===== src/hw/rtl/vtce_pkg.sv =====
// Package for the vector terminal coordinate encoder.
// Holds coordinate widths, terminal byte codes and the byte plan type.
// No dependencies.
package vtce_pkg;

  // Coordinate and screen geometry
  localparam int COORD_BITS  = 14;
  localparam int SCREEN_BITS = 9;
  localparam int LOW_BITS    = 5;
  localparam int HIGH_BITS   = SCREEN_BITS - LOW_BITS;

  // Stream widths
  localparam int S_TDATA_W = ((2 * COORD_BITS + 7) / 8) * 8;
  localparam int BYTE_W    = 7;
  localparam int M_TDATA_W = ((BYTE_W + 7) / 8) * 8;

  // Command kinds carried in tuser
  localparam logic ACT_MOVE = 1'b0;
  localparam logic ACT_DRAW = 1'b1;

  // Terminal byte codes
  localparam logic [BYTE_W-1:0] GROUP_SEP = 7'o035;
  localparam logic [BYTE_W-1:0] HIGH_TAG  = 7'o040;
  localparam logic [BYTE_W-1:0] LOW_Y_TAG = 7'o140;
  localparam logic [BYTE_W-1:0] LOW_X_TAG = 7'o100;

  // Byte plan for one command
  localparam int MAX_BYTES = 5;
  localparam int IDX_W     = $clog2(MAX_BYTES);

  typedef struct packed {
    logic [MAX_BYTES-1:0][BYTE_W-1:0] bytes;
    logic [IDX_W-1:0]                 last_idx;
  } plan_t;

  // Command queue between front and back
  localparam int QDEPTH = 2;
  localparam int QPTR_W = (QDEPTH > 1) ? $clog2(QDEPTH) : 1;
  localparam int QCNT_W = $clog2(QDEPTH + 1);

endpackage


===== src/hw/rtl/vtce_front.sv =====
// Front end: accepts commands, scales coordinates and plans the byte list.
// Keeps the last high y, low y and high x bytes sent. Depends on vtce_pkg.
module vtce_front (
  input  logic                              clk_i,
  input  logic                              rst_ni,
  input  logic                              cmd_valid_i,
  input  logic                              cmd_action_i,
  input  logic [vtce_pkg::COORD_BITS-1:0]   cmd_x_i,
  input  logic [vtce_pkg::COORD_BITS-1:0]   cmd_y_i,
  input  logic                              q_full_i,
  output logic                              cmd_ready_o,
  output logic                              push_o,
  output vtce_pkg::plan_t                   plan_o
);

  localparam int BW = vtce_pkg::BYTE_W;

  logic [vtce_pkg::SCREEN_BITS-1:0] sx, sy;
  logic [BW-1:0] hy, ly, hx, lx;
  logic [BW-1:0] sent_hy_q, sent_hy_d, sent_ly_q, sent_ly_d, sent_hx_q, sent_hx_d;
  logic          draw;
  logic [3:0]    en;
  logic [3:0][BW-1:0] cand;
  logic          accept;

  assign cmd_ready_o = !q_full_i;
  assign accept      = cmd_valid_i && !q_full_i;
  assign push_o      = accept;
  assign draw        = (cmd_action_i == vtce_pkg::ACT_DRAW);

  // Scale to screen coordinates and form the address bytes
  assign sx = cmd_x_i[vtce_pkg::COORD_BITS-1 -: vtce_pkg::SCREEN_BITS];
  assign sy = cmd_y_i[vtce_pkg::COORD_BITS-1 -: vtce_pkg::SCREEN_BITS];
  assign hy = vtce_pkg::HIGH_TAG
            | BW'(sy[vtce_pkg::SCREEN_BITS-1 -: vtce_pkg::HIGH_BITS]);
  assign ly = vtce_pkg::LOW_Y_TAG | BW'(sy[vtce_pkg::LOW_BITS-1:0]);
  assign hx = vtce_pkg::HIGH_TAG
            | BW'(sx[vtce_pkg::SCREEN_BITS-1 -: vtce_pkg::HIGH_BITS]);
  assign lx = vtce_pkg::LOW_X_TAG | BW'(sx[vtce_pkg::LOW_BITS-1:0]);

  // Pick which address bytes go out; a move sends all of them
  always_comb begin
    cand = {lx, hx, ly, hy};
    if (draw) begin
      en[0] = (hy != sent_hy_q);
      en[2] = (hx != sent_hx_q);
      en[1] = en[2] || (ly != sent_ly_q);
    end else begin
      en[0] = 1'b1;
      en[1] = 1'b1;
      en[2] = 1'b1;
    end
    en[3] = 1'b1;
  end

  // Pack the chosen bytes in order
  always_comb begin
    logic [vtce_pkg::IDX_W-1:0] pos;
    pos = '0;
    plan_o.bytes = '0;
    if (!draw) begin
      plan_o.bytes[0] = vtce_pkg::GROUP_SEP;
      pos = vtce_pkg::IDX_W'(1);
    end
    for (int i = 0; i < 4; i++) begin
      if (en[i]) begin
        plan_o.bytes[pos] = cand[i];
        pos = pos + vtce_pkg::IDX_W'(1);
      end
    end
    plan_o.last_idx = pos - vtce_pkg::IDX_W'(1);
  end

  // Track the bytes the terminal already holds
  always_comb begin
    sent_hy_d = sent_hy_q;
    sent_ly_d = sent_ly_q;
    sent_hx_d = sent_hx_q;
    if (accept) begin
      if (en[0]) sent_hy_d = hy;
      if (en[1]) sent_ly_d = ly;
      if (en[2]) sent_hx_d = hx;
    end
  end

  always_ff @(posedge clk_i or negedge rst_ni) begin
    if (!rst_ni) begin
      sent_hy_q <= '0;
      sent_ly_q <= '0;
      sent_hx_q <= '0;
    end else begin
      sent_hy_q <= sent_hy_d;
      sent_ly_q <= sent_ly_d;
      sent_hx_q <= sent_hx_d;
    end
  end

endmodule


===== src/hw/rtl/vtce_queue.sv =====
// Short queue of byte plans between the front and back ends.
// Depth set by vtce_pkg::QDEPTH. Depends on vtce_pkg.
module vtce_queue (
  input  logic            clk_i,
  input  logic            rst_ni,
  input  logic            push_i,
  input  vtce_pkg::plan_t push_data_i,
  input  logic            pop_i,
  output logic            full_o,
  output logic            valid_o,
  output vtce_pkg::plan_t pop_data_o
);

  localparam int PW = vtce_pkg::QPTR_W;
  localparam int CW = vtce_pkg::QCNT_W;

  vtce_pkg::plan_t mem_q [vtce_pkg::QDEPTH];
  logic [PW-1:0] wr_ptr_q, wr_ptr_d, rd_ptr_q, rd_ptr_d;
  logic [CW-1:0] count_q, count_d;
  logic          do_push, do_pop;

  assign full_o     = (count_q == CW'(vtce_pkg::QDEPTH));
  assign valid_o    = (count_q != '0);
  assign pop_data_o = mem_q[rd_ptr_q];
  assign do_push    = push_i && !full_o;
  assign do_pop     = pop_i && valid_o;

  // Advance pointers with wrap at the queue depth
  always_comb begin
    wr_ptr_d = wr_ptr_q;
    rd_ptr_d = rd_ptr_q;
    count_d  = count_q;
    if (do_push) begin
      wr_ptr_d = (wr_ptr_q == PW'(vtce_pkg::QDEPTH - 1)) ? '0 : wr_ptr_q + PW'(1);
    end
    if (do_pop) begin
      rd_ptr_d = (rd_ptr_q == PW'(vtce_pkg::QDEPTH - 1)) ? '0 : rd_ptr_q + PW'(1);
    end
    if (do_push && !do_pop) begin
      count_d = count_q + CW'(1);
    end else if (do_pop && !do_push) begin
      count_d = count_q - CW'(1);
    end
  end

  always_ff @(posedge clk_i or negedge rst_ni) begin
    if (!rst_ni) begin
      wr_ptr_q <= '0;
      rd_ptr_q <= '0;
      count_q  <= '0;
    end else begin
      wr_ptr_q <= wr_ptr_d;
      rd_ptr_q <= rd_ptr_d;
      count_q  <= count_d;
    end
  end

  // Store entries; payload needs no reset
  always_ff @(posedge clk_i) begin
    if (do_push) begin
      mem_q[wr_ptr_q] <= push_data_i;
    end
  end

endmodule


===== src/hw/rtl/vtce_back.sv =====
// Back end: walks one byte plan at a time and sends a byte per cycle while out_ready_i is high.
// Output goes through a register stage. Depends on vtce_pkg.
module vtce_back (
  input  logic                          clk_i,
  input  logic                          rst_ni,
  input  logic                          q_valid_i,
  input  vtce_pkg::plan_t               q_data_i,
  output logic                          q_pop_o,
  output logic                          out_valid_o,
  output logic [vtce_pkg::BYTE_W-1:0]   out_byte_o,
  output logic                          out_last_o,
  input  logic                          out_ready_i
);

  localparam int IW = vtce_pkg::IDX_W;

  vtce_pkg::plan_t cur_q, cur_d;
  logic            cur_valid_q, cur_valid_d;
  logic [IW-1:0]   idx_q, idx_d;
  logic            out_valid_q, out_valid_d;
  logic [vtce_pkg::BYTE_W-1:0] out_byte_q, out_byte_d;
  logic            out_last_q, out_last_d;
  logic            slot_free, advance, is_last, finish, pop;

  assign slot_free = !out_valid_q || out_ready_i;
  assign advance   = cur_valid_q && slot_free;
  assign is_last   = (idx_q == cur_q.last_idx);
  assign finish    = advance && is_last;
  assign pop       = q_valid_i && (!cur_valid_q || finish);
  assign q_pop_o   = pop;

  // Load the next plan and step through its bytes
  always_comb begin
    cur_d       = cur_q;
    cur_valid_d = cur_valid_q;
    idx_d       = idx_q;
    if (advance) begin
      idx_d = is_last ? '0 : idx_q + IW'(1);
    end
    if (pop) begin
      cur_d       = q_data_i;
      cur_valid_d = 1'b1;
    end else if (finish) begin
      cur_valid_d = 1'b0;
    end
  end

  // Fill the output stage whenever it is empty or being drained
  always_comb begin
    out_valid_d = out_valid_q;
    out_byte_d  = out_byte_q;
    out_last_d  = out_last_q;
    if (slot_free) begin
      out_valid_d = cur_valid_q;
      out_byte_d  = cur_q.bytes[idx_q];
      out_last_d  = is_last;
    end
  end

  always_ff @(posedge clk_i or negedge rst_ni) begin
    if (!rst_ni) begin
      cur_valid_q <= 1'b0;
      idx_q       <= '0;
      out_valid_q <= 1'b0;
    end else begin
      cur_valid_q <= cur_valid_d;
      idx_q       <= idx_d;
      out_valid_q <= out_valid_d;
    end
  end

  always_ff @(posedge clk_i) begin
    cur_q      <= cur_d;
    out_byte_q <= out_byte_d;
    out_last_q <= out_last_d;
  end

  assign out_valid_o = out_valid_q;
  assign out_byte_o  = out_byte_q;
  assign out_last_o  = out_last_q;

endmodule


===== src/hw/rtl/vector_terminal_coordinate_encoder.sv =====
// Top level of the vector terminal coordinate encoder.
// Ties front end, plan queue and back end. Depends on vtce_pkg and submodules.
//
//  Channel   Dir   tdata (low bit up)                      tuser / tlast
//  s_axis    in    x_coord[13:0], y_coord[13:0], 4'b0      tuser = action
//  m_axis    out   out_byte[6:0], 1'b0                     tlast = last
//
// A command produces 1 to 5 bytes; the output sends one byte per cycle while
// m_axis_tready is high; a move sends 5 bytes and a draw 1 to 4.
// Commands are taken every cycle while the two-entry plan queue has room.
// Reset clears the sent-byte history to zero; no sweep follows.
// Output stalls back up through the queue to s_axis_tready only when full.
module vector_terminal_coordinate_encoder (
  input  logic                           clk_i,
  input  logic                           rst_ni,
  input  logic                           s_axis_tvalid,
  output logic                           s_axis_tready,
  input  logic [vtce_pkg::S_TDATA_W-1:0] s_axis_tdata,  // x_coord, y_coord
  input  logic                           s_axis_tuser,  // action
  output logic                           m_axis_tvalid,
  input  logic                           m_axis_tready,
  output logic [vtce_pkg::M_TDATA_W-1:0] m_axis_tdata,  // out_byte
  output logic                           m_axis_tlast
);

  localparam int CB = vtce_pkg::COORD_BITS;

  logic            push, q_full, q_valid, q_pop;
  vtce_pkg::plan_t plan_in, plan_out;
  logic [vtce_pkg::BYTE_W-1:0] out_byte;

  vtce_front u_front (
    .clk_i        (clk_i),
    .rst_ni       (rst_ni),
    .cmd_valid_i  (s_axis_tvalid),
    .cmd_action_i (s_axis_tuser),
    .cmd_x_i      (s_axis_tdata[CB-1:0]),
    .cmd_y_i      (s_axis_tdata[2*CB-1:CB]),
    .q_full_i     (q_full),
    .cmd_ready_o  (s_axis_tready),
    .push_o       (push),
    .plan_o       (plan_in)
  );

  vtce_queue u_queue (
    .clk_i       (clk_i),
    .rst_ni      (rst_ni),
    .push_i      (push),
    .push_data_i (plan_in),
    .pop_i       (q_pop),
    .full_o      (q_full),
    .valid_o     (q_valid),
    .pop_data_o  (plan_out)
  );

  vtce_back u_back (
    .clk_i       (clk_i),
    .rst_ni      (rst_ni),
    .q_valid_i   (q_valid),
    .q_data_i    (plan_out),
    .q_pop_o     (q_pop),
    .out_valid_o (m_axis_tvalid),
    .out_byte_o  (out_byte),
    .out_last_o  (m_axis_tlast),
    .out_ready_i (m_axis_tready)
  );

  // Pad the byte to the tdata width
  assign m_axis_tdata = vtce_pkg::M_TDATA_W'(out_byte);

endmodule


===== config.mk =====
export PLATFORM = sky130hd
export DESIGN_NAME = vector_terminal_coordinate_encoder
export DESIGN_NICKNAME = d
export VERILOG_FILES = /design/src/hw/rtl/vtce_pkg.sv /design/src/hw/rtl/vtce_front.sv /design/src/hw/rtl/vtce_queue.sv /design/src/hw/rtl/vtce_back.sv /design/src/hw/rtl/vector_terminal_coordinate_encoder.sv
export SDC_FILE = /design/constraint.sdc
export NUM_CORES = 1
export LEC_CHECK = 0
export ABC_AREA = 1
export BUFFER_PORTS_ARGS = -buffer_cell sky130_fd_sc_hd__buf_2
export CAP_MARGIN = 10
export CELL_PAD_IN_SITES_DETAIL_PLACEMENT = 1
export CELL_PAD_IN_SITES_GLOBAL_PLACEMENT = 1
export CORE_MARGIN = 2
export CORE_UTILIZATION = 47
export DETAILED_ROUTE_END_ITERATION = 8
export PLACE_DENSITY_LB_ADDON = 0.1
export SKIP_LAST_GASP = 1
export SLEW_MARGIN = 20
export SYNTH_ARGS = -nofsm -noshare
export SYNTH_HDL_FRONTEND = slang
export SYNTH_SLANG_ARGS = --single-unit

===== constraint.sdc =====
create_clock -name clk_i -period 2.9 [get_ports clk_i]
set_clock_uncertainty 0.05 [all_clocks]
set_input_delay 0 -clock clk_i [delete_from_list [all_inputs] [get_ports clk_i]]
set_output_delay 0 -clock clk_i [all_outputs]
set_load 0.01 [all_outputs]

==> results of run 1 <==
synthesized netlist by cell type, types with 3 or more instances:
master    instances
nand2_1         251
edfxtp_1        116
inv_1            34
nor2_1           30
o21ai_0          29
dfrtp_1          25
nand3_1          24
a21oi_1          23
inv_2            13
clkbuf_1          9
nor2_2            9
a221o_1           7
nand4_1           7
xnor2_1           7
nand2_2           6
buf_4             4
buf_2             3
clkinv_1          3
nor2_4            3
o21ai_2           3
worst max-delay path by stage:
stage / from / end / slack (ns) / cells past startpoint
floorplan: u_queue.count_q[0] / u_queue.mem_q[1][0] / 0.19 / 4
global placement: u_back.idx_q[1] / u_back.cur_q[32] / 0.58 / 6
detailed placement: u_back.idx_q[1] / u_queue.count_q[1] / 0.44 / 8
CTS: u_back.idx_q[1] / u_queue.count_q[1] / 0.35 / 8
global route: u_back.idx_q[1] / u_queue.count_q[1] / 0.19 / 8
finish: u_back.idx_q[1] / u_queue.count_q[1] / 0.40 / 8
cells by family (layout without fill, tap and decap cells):
group | after synthesis | after routing | share of synthesized area [%]
adders and majority gates | 2 | 2 | 0.397
buffers and inverters | 70 | 142 | 4.85
AOI/OAI and AO/OA | 67 | 67 | 6.16
and+or+nand+nor | 335 | 335 | 22.1
other | 1 | 3 | 0.0596
DFF | 141 | 141 | 65.3
xor gates and xnor gates | 8 | 8 | 1.11
layout make-up:
| type | count | area share [%] |
|---|---|---|
| sequential | 141 | 56.1 |
| clock inverter | 6 | 0.359 |
| inverter | 50 | 2.56 |
| tap | 176 | 3.01 |
| multi-input combinational | 415 | 26.0 |
| timing repair buffer | 60 | 5.74 |
| clock buffer | 26 | 6.27 |
tightest hold or removal path: stages:
cell and delay, ns:
buf_2 0.07, nand2_1 0.18, o21ai_0 0.22
registers in the layout, indices dropped and copies added, names as in the netlist, 2 cells and up:
name	cells
u_queue.mem_q	72
u_back.cur_q	36
u_back.out_byte_o	7
u_front.sent_ly_q	6
u_front.sent_hx_q	5
u_front.sent_hy_q	5
u_back.idx_q	3
u_queue.count_q	2
metal layers:
layer / global-route usage, % / up-vias / part of all wire [%]
li1: - / 2191 / -
met1: 27.7 / 2163 / 44
met4: 9.34 / 0 / 2.2
met2: 38.5 / 108 / 50
met3: 5.28 / 26 / 3.7
met5: 0 / - / 0
per-stage QoR:
step                hold slack [ns]  cells  power (mW)  util, %
floorplan                    -0.346    626        4.98        -
global placement            0.00276    822        5.58     50.5
detailed placement           0.0106    822        5.73     50.5
CTS                          0.0281    874        7.63     55.8
global route                 0.0507    874        8.05     55.8
finish                       0.0348    874        7.55     55.8
power by group through the flow:
stage               registers (mW)  clock network (mW)  logic (mW)
global route                  3.49                1.96        2.61
detailed placement            3.45                   0        2.28
finish                        3.41                1.84        2.30
floorplan                     3.40                   0        1.58
global placement              3.41                   0        2.17
CTS                           3.42                1.87        2.34
what timing repair did:
item / 4_1_cts / 5_1_grt
endpoints found under the hold margin: 75 / 0
hold buffers: 20 / 0
endpoints found under the setup margin: 0 / 0
buffers inserted: 0 / 0
==> impl_metrics.json, run 1 <==
{
  "fin_nets": 724,
  "ant_nets": 0,
  "wl_per_cell_um": 16.8,
  "gr-usage-all-layers_pct": 22.6,
  "clkPwrFrac_pct": 24.4,
  "hold_violations": 0,
  "critPathKind": "register to register",
  "pwr-share-seq_pct": 45.2,
  "rows": 42,
  "fp.dieArea_sq_mm": 0.0143,
  "synth_largest_area_cell": "edfxtp_1",
  "crit_fanout": 10,
  "hold_end": "u_front.sent_hy_q[5]",
  "rsz0062_at_grt": "false",
  "die_width_um": 120,
  "p_leak_nw": 3.12,
  "hp-class": "primary input to register",
  "setup-violations-final": 0,
  "reg2reg_depth": 8,
  "dp.final_hpwl_mm": 9.94,
  "swShare_pct": 34.9,
  "avgSynthCellArea_sq_um": 10.1,
  "netlist_instances": 624,
  "die_h_um": 120,
  "yosysTopAreaCellShare_pct": 55.3,
  "synth_area_sq_mm": 0.00629,
  "critPathTopFamily": "compound AO/OA/AOI/OAI gates",
  "clk_pin_slew_ns": 0.06,
  "start_util_pct": 47.9,
  "pwr_density_cell_mw_per_mm2": 1030,
  "async_flop_share_pct": 17.7,
  "final.setup.tns_ns": 0,
  "seq_area_frac_synth_pct": 65.3,
  "drtIter0Drc": 308,
  "startpoint_type": "register",
  "regToRegStartpoint": "u_back.idx_q[1]",
  "cp-end-kind": "register",
  "grt_remaining_overflow": 0,
  "clock.fmax_mhz": 400,
  "synth-edff-count": 116,
  "layout_min_cycle_time_ns": 2.50,
  "antenna_found_initial": 0,
  "drv_cap": 0,
  "drc": 0,
  "p_int_mw": 4.92,
  "placed_cell_area_sq_mm": 0.00664,
  "grt_pass1_vias": 4859,
  "pin_count": 48,
  "multiInputGateArea_sq_mm": 0.00190,
  "cts_buffers": 17,
  "switching_power_mw": 2.63,
  "min-delay-start": "s_axis_tvalid",
  "cp_slowest_stage_delay_ns": 0.61,
  "diodes": 0,
  "clk-insertion-delay-late_ns": 0.42,
  "seqCellArea_sq_mm": 0.00411,
  "cts.sinks": 141,
  "wirelength_mm": 14.7,
  "drive_above_1_share_pct": 14.3,
  "most-common-layout-cells": "251 x nand2_1, 116 x edfxtp_1, 34 x inv_1",
  "crit_required_ns": 3.17,
  "tightestPinTransition_ns": 0.656,
  "routed_via_density": 5.14,
  "yosys-top-cells-area": "edfxtp_1 55%, nand2_1 15%, dfrtp_1 9.9%, o21ai_0 2.3%, inv_1 2.0%",
  "syn2layout_area_growth_pct": 16.4,
  "grt_pass1_wl_mm": 24.4,
  "arrival_ns": 2.78,
  "cts.path.max_buffers": 2,
  "ys_ff_latch": 141,
  "post-route-period-util_pct": 86.3,
  "ys_warn_count": 0,
  "gp_congestion": 0.861,
  "final.fill_count": 1485,
  "drt_first_pass_iters": 4,
  "slew_headroom_pct": 56.2,
  "htreeDepth": 4,
  "crit_buf_inv": 0,
  "synth_ff_type": "edfxtp_1",
  "synth.distinct_cells": 33,
  "core-area_sq_mm": 0.0131,
  "num_vias": 4488,
  "port_buffers": 32,
  "dp_slack_ns": 0.437,
  "peakVddDrop_uv": 539,
  "timing.rr.end": "u_queue.count_q[1]",
  "min_path_cells": 3,
  "combPwrFrac_pct": 30.4,
  "status": "finished clean",
  "crit_path_frequent_cell": "o21ai_0",
  "slowest_stage": "dfrtp_1",
  "maxSlewViolCount": 0,
  "layout_commonest_cell": "nand2_1",
  "worstPathCellList": "xnor2_1, nand3_1, o21ai_0, o21ai_0, ha_1, a21oi_1, o21ai_0, xnor2_1",
  "cts_root_buffer": "clkbuf_16",
  "grt_max_degree": 38,
  "timing.final.ws_setup_ns": 0.398,
  "postLayoutCellArea_sq_mm": 0.00733,
  "cts_tree": "done",
  "ff2ff_setup_slack_ns": 0.40,
  "ctsResizeCount": 0
}
No activity file was read; power rests on OpenSTA's default activity.
==> run 2: changes to the inputs <==
- PLACE_DENSITY: unset -> 0.77
- PLACE_DENSITY_LB_ADDON: 0.1 -> unset
==> run 2 against run 1 <==
  * Worst setup slack better by 0.20 ns
  * Via count up 1.5%
  * Clock-buffer cell count down 7
  * Worst hold slack worse by 0.0098 ns
  * Total power up 2.9%
  * Final area up 0.73%
  * Clock power up 9%
  * Utilization up 0.41 points
  * Flip-flop and latch count unchanged
  * Routed wire length up 5.7%
  * Register-to-register slack better by 0.20 ns
  * Final cell count unchanged
==> impl_metrics.json, run 2 (synthesis gave the netlist of run 1 again) <==
{
  "slew_headroom_pct": 55.3,
  "critPathKind": "register to register",
  "ff2ff_setup_slack_ns": 0.59,
  "largest_reg_flops": 72,
  "combPwrFrac_pct": 30.3,
  "num_vias": 4554,
  "layout_min_cycle_time_ns": 2.31,
  "clk_pin_slew_ns": 0.06,
  "arrival_ns": 2.55,
  "crit_required_ns": 3.15,
  "post-route-period-util_pct": 79.5,
  "hold_violations": 0,
  "fin_nets": 725,
  "wirelength_mm": 15.6,
  "cts_tree": "done",
  "switching_power_mw": 2.68,
  "die_h_um": 120,
  "grt-busiest-layer": "met2",
  "top_register": "u_queue.mem_q",
  "clk-insertion-delay-late_ns": 0.42,
  "status": "finished clean",
  "drive_above_1_share_pct": 15.0,
  "p_leak_nw": 3.16,
  "wl_per_cell_um": 17.8,
  "dp.final_hpwl_mm": 10.6,
  "grt_pass1_vias": 4858,
  "clkPwrFrac_pct": 25.9,
  "pwr_density_cell_mw_per_mm2": 1050,
  "grt_max_degree": 38,
  "drtIter0Drc": 228,
  "most-common-layout-cells": "251 x nand2_1, 116 x edfxtp_1, 34 x inv_1",
  "rows": 42,
  "cts.path.max_buffers": 2,
  "multiInputGateArea_sq_mm": 0.00190,
  "clock.fmax_mhz": 434,
  "drv_cap": 0,
  "startpoint_type": "register",
  "final.fill_count": 1465,
  "p_int_mw": 5.09,
  "peakVddDrop_uv": 406,
  "antenna_found_initial": 0,
  "hp-class": "primary input to register",
  "grt_use_met3_pct": 4.56,
  "cts_root_buffer": "clkbuf_16",
  "maxSlewViolCount": 0,
  "die_width_um": 120,
  "routed_via_density": 5.21,
  "swShare_pct": 34.5,
  "place_inst": 823,
  "grt_remaining_overflow": 0,
  "diodes": 0,
  "cp-end-kind": "register",
  "layout_commonest_cell": "nand2_1",
  "drc": 0,
  "port_buffers": 32,
  "pwr-share-seq_pct": 43.8,
  "finalNonFillerCells": 874,
  "gp_congestion": 0.877,
  "fp.dieArea_sq_mm": 0.0143,
  "met1_usage_pct": 28.8,
  "start_util_pct": 47.9,
  "fin_util_pct": 56.2,
  "cts.sinks": 141,
  "ant_nets": 0,
  "seqCellArea_sq_mm": 0.00411,
  "grt_pass1_wl_mm": 25.2,
  "gr-usage-all-layers_pct": 23.2,
  "core-area_sq_mm": 0.0131,
  "final.setup.tns_ns": 0,
  "syn2layout_area_growth_pct": 17.2,
  "tightestPinTransition_ns": 0.670,
  "drt_first_pass_iters": 4,
  "rsz0062_at_grt": "false",
  "pin_count": 48,
  "crit_fanout": 4,
  "cts_buffers": 17,
  "setup-violations-final": 0,
  "htreeDepth": 4,
  "use_met2_pct": 40.5
}
-- run 2: changes by cell type in the layout (fill, tap and decap cells not counted) --
| cell | before | now |
|---|---|---|
| buf_4 | 8 | 9 |
| bufinv_16 | 0 | 2 |
| clkbuf_1 | 9 | 2 |
| clkinv_1 | 6 | 8 |
| clkinv_2 | 3 | 5 |
| nor2_2 | 9 | 10 |
| nor2_4 | 5 | 4 |
-- run 2: per-stage QoR --
stage	area, sq um	worst slack [ns]	total power, mW	hold WS (ns)
floorplan	6300	0.192	4.98	-0.346
global placement	6640	0.702	5.58	0.00175
detailed placement	6640	0.602	5.79	0.00515
CTS	7380	0.540	7.83	0.00778
global route	7380	0.364	8.24	0.0498
finish	7380	0.594	7.77	0.0250
-- run 2: critical path, stage by stage (launching register included) --
cell      delay (ns)
edfxtp_1        0.43
xnor2_1         0.18
nand3_1         0.16
o21ai_0         0.30
o21ai_0         0.27
ha_1            0.39
a21oi_1         0.11
o21ai_0         0.13
xnor2_1         0.15
-- run 2: layout make-up --
class / count / share of cell area, %
Clock buffer: 19 / 5.87
Tap cell: 176 / 2.98
Sequential cell: 141 / 55.7
Timing Repair Buffer: 61 / 5.80
Clock inverter: 12 / 1.41
Multi-Input combinational cell: 415 / 25.7
Inverter: 50 / 2.54
-- run 2: repair_timing --
| action | CTS | global route |
|---|---|---|
| resized for setup | 0 | 0 |
| endpoints found under the setup margin | 0 | 0 |
| buffers inserted | 0 | 0 |
| endpoints found under the hold margin | 71 | 0 |
| hold buffers | 20 | 0 |
-- run 2: worst paths after layout --
check,from,to,depth (start not counted)
max,u_back.cur_q[37],u_queue.count_q[1],8
min,s_axis_tvalid,u_front.sent_hy_q[5],3
max reg2reg,u_back.cur_q[37],u_queue.count_q[1],8
min reg2reg,u_front.sent_ly_q[5],u_front.sent_ly_q[5],2
max in group asynchronous,rst_ni,u_front.sent_hx_q[1],2
min in group asynchronous,rst_ni,u_back.idx_q[2],2
-- run 2: power groups by stage --
| stage | registers (mW) | clock network, mW | logic [mW] |
|---|---|---|---|
| 6_report | 3.41 | 2.01 | 2.35 |
| 4_1_cts | 3.41 | 2.04 | 2.38 |
| 3_3_place_gp | 3.40 | 0 | 2.18 |
| 5_1_grt | 3.46 | 2.12 | 2.65 |
| 2_1_floorplan | 3.40 | 0 | 1.58 |
| 3_5_place_dp | 3.44 | 0 | 2.34 |
-- run 2: routing by layer --
layer / wire [um] / part of all wire [%] / vias up
met2: 8000 / 51 / 84
met1: 6830 / 44 / 2251
met5: 0 / 0 / -
met4: 292 / 1.9 / 0
li1: - / - / 2194
met3: 440 / 2.8 / 25
